## src/sv/ikst_pkg.sv

```systemverilog
`timescale 1ns / 1ps
// Shared types and constants of the IPC key slot table.
// Used by ikst_ctrl, ikst_dp and ipc_key_slot_table; depends on nothing.
package ikst_pkg;

    localparam int SLOTS      = 64;
    localparam int KEY_BITS   = 32;
    localparam int IDX_W      = $clog2(SLOTS);
    localparam int CNT_W      = $clog2(SLOTS + 1);
    localparam int SEQ_W      = 32;
    localparam int KEY_OUT_W  = 32;
    localparam int ROOM_W     = 16;
    localparam int KIND_W     = 2;
    localparam int STATUS_W   = 4;

    localparam int IN_FIELDS_W  = KEY_BITS + 3 + IDX_W + ROOM_W;
    localparam int IN_DATA_W    = ((IN_FIELDS_W + 7) / 8) * 8;
    localparam int OUT_FIELDS_W = IDX_W + SEQ_W + KEY_OUT_W + CNT_W;
    localparam int OUT_DATA_W   = ((OUT_FIELDS_W + 7) / 8) * 8;

    typedef enum logic [KIND_W-1:0] {
        KIND_GET    = 2'd0,
        KIND_REMOVE = 2'd1,
        KIND_QUERY  = 2'd2,
        KIND_LIST   = 2'd3
    } kind_t;

    typedef enum logic [STATUS_W-1:0] {
        STAT_FOUND        = 4'd0,
        STAT_CREATED      = 4'd1,
        STAT_EXISTS       = 4'd2,
        STAT_NOT_FOUND    = 4'd3,
        STAT_NO_SPACE     = 4'd4,
        STAT_CONSTRUCT_NG = 4'd5,
        STAT_REMOVED      = 4'd6,
        STAT_ABSENT       = 4'd7,
        STAT_LIST_ITEM    = 4'd8,
        STAT_LIST_NONE    = 4'd9
    } status_t;

    typedef enum logic [2:0] {
        ST_IDLE,
        ST_DISPATCH,
        ST_SCAN,
        ST_GET_END,
        ST_PROBE_END,
        ST_LIST,
        ST_NONE
    } state_t;

    // Input tdata layout, lowest field last.
    typedef struct packed {
        logic [IN_DATA_W-IN_FIELDS_W-1:0] pad;
        logic [ROOM_W-1:0]                list_room;
        logic [IDX_W-1:0]                 slot;
        logic                             construct_ok;
        logic                             exclusive;
        logic                             create;
        logic [KEY_BITS-1:0]              key;
    } in_data_t;

    // Output tdata layout, lowest field last.
    typedef struct packed {
        logic [OUT_DATA_W-OUT_FIELDS_W-1:0] pad;
        logic [CNT_W-1:0]                   used;
        logic [KEY_OUT_W-1:0]               slot_key;
        logic [SEQ_W-1:0]                   seq;
        logic [IDX_W-1:0]                   slot_id;
    } out_data_t;

    typedef struct packed {
        kind_t               kind;
        logic [KEY_BITS-1:0] key;
        logic                create;
        logic                exclusive;
        logic                construct_ok;
        logic [IDX_W-1:0]    slot;
        logic [ROOM_W-1:0]   list_room;
    } req_t;

    typedef struct packed {
        status_t              status;
        logic [IDX_W-1:0]     slot_id;
        logic [SEQ_W-1:0]     seq;
        logic [KEY_OUT_W-1:0] slot_key;
        logic [CNT_W-1:0]     used;
        logic                 last;
    } rsp_t;

    // Controller to datapath.
    typedef struct packed {
        logic load;
        logic scan_clr;
        logic scan_run;
        logic list_run;
        logic probe_rd;
        logic get_fin;
        logic probe_fin;
        logic none_emit;
    } cmd_t;

    // Datapath to controller.
    typedef struct packed {
        kind_t kind;
        logic  key_zero;
        logic  list_ok;
        logic  scan_done;
        logic  list_last;
        logic  out_free;
    } stat_t;

endpackage

```

## src/sv/ikst_ctrl.sv

```systemverilog
`timescale 1ns / 1ps
// Sequencing state machine of the IPC key slot table.
// Depends on ikst_pkg; drives the command struct of ikst_dp.
module ikst_ctrl (
    input  logic            aclk,
    input  logic            aresetn,
    input  logic            in_valid,
    output logic            in_ready,
    input  ikst_pkg::stat_t stat,
    output ikst_pkg::cmd_t  cmd
);
    import ikst_pkg::*;

    state_t state_reg, state_next;

    always_ff @(posedge aclk) begin
        if (!aresetn) begin
            state_reg <= ST_IDLE;
        end else begin
            state_reg <= state_next;
        end
    end

    always_comb begin
        state_next = state_reg;
        cmd        = '0;
        in_ready   = 1'b0;
        case (state_reg)
            ST_IDLE: begin
                in_ready = 1'b1;
                if (in_valid) begin
                    cmd.load   = 1'b1;
                    state_next = ST_DISPATCH;
                end
            end
            ST_DISPATCH: begin
                cmd.scan_clr = 1'b1;
                case (stat.kind)
                    KIND_GET: begin
                        state_next = stat.key_zero ? ST_GET_END : ST_SCAN;
                    end
                    KIND_REMOVE, KIND_QUERY: begin
                        cmd.probe_rd = 1'b1;
                        state_next   = ST_PROBE_END;
                    end
                    KIND_LIST: begin
                        state_next = stat.list_ok ? ST_LIST : ST_NONE;
                    end
                    default: begin
                        state_next = ST_IDLE;
                    end
                endcase
            end
            ST_SCAN: begin
                cmd.scan_run = 1'b1;
                if (stat.scan_done) begin
                    state_next = ST_GET_END;
                end
            end
            ST_GET_END: begin
                if (stat.out_free) begin
                    cmd.get_fin = 1'b1;
                    state_next  = ST_IDLE;
                end
            end
            ST_PROBE_END: begin
                if (stat.out_free) begin
                    cmd.probe_fin = 1'b1;
                    state_next    = ST_IDLE;
                end
            end
            ST_LIST: begin
                cmd.list_run = 1'b1;
                if (stat.list_last) begin
                    state_next = ST_IDLE;
                end
            end
            ST_NONE: begin
                if (stat.out_free) begin
                    cmd.none_emit = 1'b1;
                    state_next    = ST_IDLE;
                end
            end
            default: begin
                state_next = ST_IDLE;
            end
        endcase
    end

endmodule

```

## config.mk

```make
export PLATFORM = sky130hd
export DESIGN_NAME = ikst_ctrl
export DESIGN_NICKNAME = d
export VERILOG_FILES = /design/src/sv/ikst_pkg.sv /design/src/sv/ikst_ctrl.sv
export SDC_FILE = /design/constraint.sdc
export NUM_CORES = 1
export LEC_CHECK = 0
export BUFFER_PORTS_ARGS = -buffer_cell sky130_fd_sc_hd__buf_2
export CORE_AREA = 3 3 40 42
export CTS_CLUSTER_SIZE = 8
export DETAILED_ROUTE_END_ITERATION = 7
export DIE_AREA = 0 0 43 45
export PLACE_DENSITY = 0.62
export SLEW_MARGIN = 20
export SYNTH_ARGS = -nofsm -noshare
export SYNTH_HDL_FRONTEND = slang
export SYNTH_SLANG_ARGS = --single-unit
```

## constraint.sdc

```tcl
create_clock -name aclk -period 1.79 [get_ports aclk]
set_input_delay 0.2685 -clock aclk [delete_from_list [all_inputs] [get_ports aclk]]
set_output_delay 0.2685 -clock aclk [all_outputs]
set_load 0.03 [all_outputs]
```

### Word level (Yosys, flattened, before mapping)

Index checks and enable logic that the tools add are counted.

| storage, ports and cells | value |
|---|---|
| flip-flop bits (word level) | 3 |
| input port bits | 10 |
| output and inout port bits | 9 |
| logic and storage cells | 39 |

| cells by class | value |
|---|---|
| equality and inequality tests | 13 |
| mux-type cells | 20 |
| reduce and logical (&&, ||, !) cells | 5 |

Operators with widths:

| cell | count |
|---|---|
| one-hot mux 3 bit (5 select lines) | 1 |
| 2-to-1 mux 1 bit | 13 |
| 2-to-1 mux 3 bit | 4 |
| equality test 3 bit (second input constant) | 3 |
| one-hot mux 3 bit (3 select lines) | 1 |
| equality test 3 x 2 -> 1 bit (second input constant) | 2 |
| inequality test 2 bit (second input constant) | 3 |
| equality test 2 bit (second input constant) | 2 |
| AND reduction 4 bit | 1 |
| equality test 3 x 1 -> 1 bit (second input constant) | 1 |
| zero test 3 bit | 1 |
| OR reduction 3 bit | 1 |
| equality test 2 x 1 -> 1 bit (second input constant) | 1 |
| zero test 2 bit | 1 |
| 2-to-1 mux 2 bit | 1 |
| inequality test 2 x 1 -> 1 bit (second input constant) | 1 |
| OR reduction 2 bit | 1 |

### Depth between registers and ports, before layout

| depth | value |
|---|---|
| depth after elaboration | 4 |
| gate-level depth with buffers | 6 |
| gate-level depth less buffers | 6 |

### Worst setup path after synthesis

OpenSTA, ideal clock, no wires.

| timing | value |
|---|---|
| kind | register to output |
| from | reg state_reg[2] |
| to | out cmd[7] (netlist name) |
| arrival time | 1.580 ns |
| required time | 1.521 ns |
| slack | -0.058 ns |
| cell stages (with the launch flop) | 4 |
| path buffers | 1 |
| cells stage by stage | dfxtp_1 > buf_4 > nor3_1 > and2_1 |

RTL lines:

| item | RTL line | RTL |
|---|---|---|
| from (decl) | ikst_ctrl.sv:14 | `state_t state_reg, state_next;` |
| from (signal assigned) | ikst_ctrl.sv:20 | `state_reg <= state_next;` |
| to (decl) | ikst_ctrl.sv:10 | `output ikst_pkg::cmd_t cmd` |

==> summary.txt <==
Critical path
  • Crit-path leading delay family: flip-flops
  • Crit path buf inv count: 1
  • CP required: 1.52 ns
  • CP max-delay cell: dfxtp_1
  • Startpoint types: flop
  • Crit-path cells: nand2b_4, nor2_1, and2_1, buf_2
  • Critical path class: reg2out
  • Worst stage delay on the critical path: 0.48 ns
  • Critical path arrival: 1.32 ns
  • Setup crit end kind: primary output
  • Max FO, Critical Path: 8

Timing
  • # setup viols final: 0
  • Final Worst Setup Slack: 0.198 ns
  • Setup TNS: 0 ns
  • Final Hold Viols: 0
  • Slew HR: 76.1%
  • Max-slew violation count: 0
  • Max frequency: 628 MHz
  • Worst Tran Pin Value: 0.358 ns
  • Clock Skew: 0.00386 ns
  • RSZ-0062 raised after global routing: no
  • Hold WS: 0.298 ns
  • Min Clock Period, post-route: 1.59 ns
  • Period utilisation layout: 89.0%

Synthesis
  • Cells after Synth: 43
  • XOR/XNOR share of the synthesized area: 0%
  • Top cell type's share of synthesized area: 18.4%
  • Top post-synthesis cells by area: dfxtp_1 (18%), mux2i_1 (9.2%), nand2_1 (8.0%), ha_1 (7.7%), nor3_1 (4.6%)
  • Fraction of the mapped netlist area in adder cells: 7.66%
  • Synth Register Bits: 3
  • Post-synthesis simple-gate area fraction: 35.2%
  • Syn Nets: 55
  • Share of the yosys chip area belonging to registers: 18.4%
  • Cell taking the most area after synthesis: dfxtp_1
  • Mux share of post-synthesis cell area: 12.6%
  • Synth Area per Inst: 7.59 um^2
  • Post-synthesis compound-gate area fraction: 15.7%
  • Distinct cells, synth: 22
  • Mapped Area: 327 um^2
  • Largest family of logic cells by synthesized area: simple AND/OR/NAND/NOR gates
  • Yosys warning count: 0

Placed design
  • Detailed placement HPWL: 621 um
  • IO Port Bufs: 18
  • Cell Area, Placed: 422 um^2
  • Pre-CTS WS: 0.391 ns
  • Placed Cells: 74
  • Routability cong.: 0.723

Clocking
  • Buffer depth of the longest clock path: 2
  • Clock Pin Slew Worst Setup and Hold Paths: 0.04 ns
  • Clock tree sinks: 3
  • CTS H-tree lvls: 1
  • CTS tree: built
  • Post-CTS Resized: 0
  • Worst-Skew Late Latency: 0.23 ns
  • Post-CTS setup buffers: 0
  • CTS Root Cell: clkbuf_4
  • TritonCTS buffer count: 3
  • Hold buffers post-CTS: 0

Routing
  • Vias: 358
  • Total Wirelength: 772 um
  • Drt wl/cell: 9.90 um
  • Residual DRC: 0
  • DR iter-0 viols: 3
  • Via/cell ratio: 4.59
  • Router iterations before antenna repair: 4
  • Antenna-violating nets left: 0

Hold path
  • Path type of the worst min-delay path: in2reg

Cells and area
  • Synth-to-Final Area Change: 37.5%
  • Non-Filler Instances: 78
  • NumNets Final: 76
  • Layout cells sized above 1: 42.9%
  • Most common cell after layout, fill and taps aside: buf_2
  • Max reg flops: 3
  • N_diodes: 0
  • Most frequent cells in the layout: buf_2 (18), nand2_1 (7), inv_1 (4), nor2_1 (4)
  • Post-Route Utilization: 35.0%
  • Final Instance Area: 449 um^2

Die
  • Die width: 43 um
  • Starting density of the core: 25.4%
  • Ports: 19
  • Cell row count: 13
  • Die H: 45 um
  • Core ar.: 1280 um^2
  • Die area: 1940 um^2

Pwr
  • Final Power: 678 uW
  • Power Dens Cells: 1510 nW/um^2
  • Peak VDD IR: 585 uV
  • Leak: 0.222 nW

Global routing
  • Grt ovf: 0
  • Gr usage total: 8.89%
  • Vias in the first global route: 349
  • First-pass GRT wire length: 1.33 mm
  • Largest net degree at the start of global routing: 11
  • Initial antenna violation count: 0

Flow run
  • MaxCap Viol Count: 0

Outcome
  • Status: complete, no violations
[synth_stat cells]
library cell / count
a2bb2oi_1: 1
or2b_1: 1
and2_1: 2
nor3_1: 3
inv_1: 4
o22a_1: 1
nor2_1: 4
buf_6: 1
mux2i_1: 3
nand2_1: 7
dfxtp_1: 3
o211ai_1: 1
nor2b_1: 2
o21ai_0: 1
nand3_1: 1
nand2b_4: 1
a211oi_2: 1
buf_4: 1
nor3b_1: 1
mux2_2: 1
a21oi_2: 1
ha_1: 2
[final timing paths]
| path | slack [ns] | endpoint | cells after the start | start |
|---|---|---|---|---|
| worst max register to register | 0.55 | state_reg[0] | 4 | state_reg[1] |
| worst max-delay path | 0.20 | cmd[3] | 4 | state_reg[1] |
| worst min register to register | 0.56 | state_reg[0] | 2 | state_reg[0] |
| worst min-delay path | 0.30 | state_reg[2] | 2 | aresetn |
[power by group]
part	leakage (nW)	internal, mW	total [mW]	switching (mW)
logic	0.182	0.160	0.395	0.235
clock network	0.0150	0.0836	0.120	0.0364
registers	0.0249	0.0937	0.163	0.0691
total	0.222	0.338	0.678	0.340
[final cells by class]
type | count | area, um^2
clock buffer | 4 | 26.3
fill | 150 | 836
inverter | 4 | 15.0
multi-input combinational | 34 | 238
sequential | 3 | 61.3
tap | 15 | 18.8
timing repair buffer | 18 | 90.1
[kinds of logic after synthesis]
family          count (synthesis)
simple gates                   22
compound gates                  6
buf+inv                         6
mux                             4
flops                           3
fa+ha+maj                       2
[layer usage]
layer | vias to the layer above | GRT usage (%) | routed length (um)
li1 | 186 | - | -
met4 | 0 | 5.42 | 21
met1 | 152 | 9.83 | 334
met5 | - | 0 | 0
met2 | 18 | 15.9 | 333
met3 | 2 | 1.59 | 83
No activity file was read; power rests on OpenSTA's default activity.
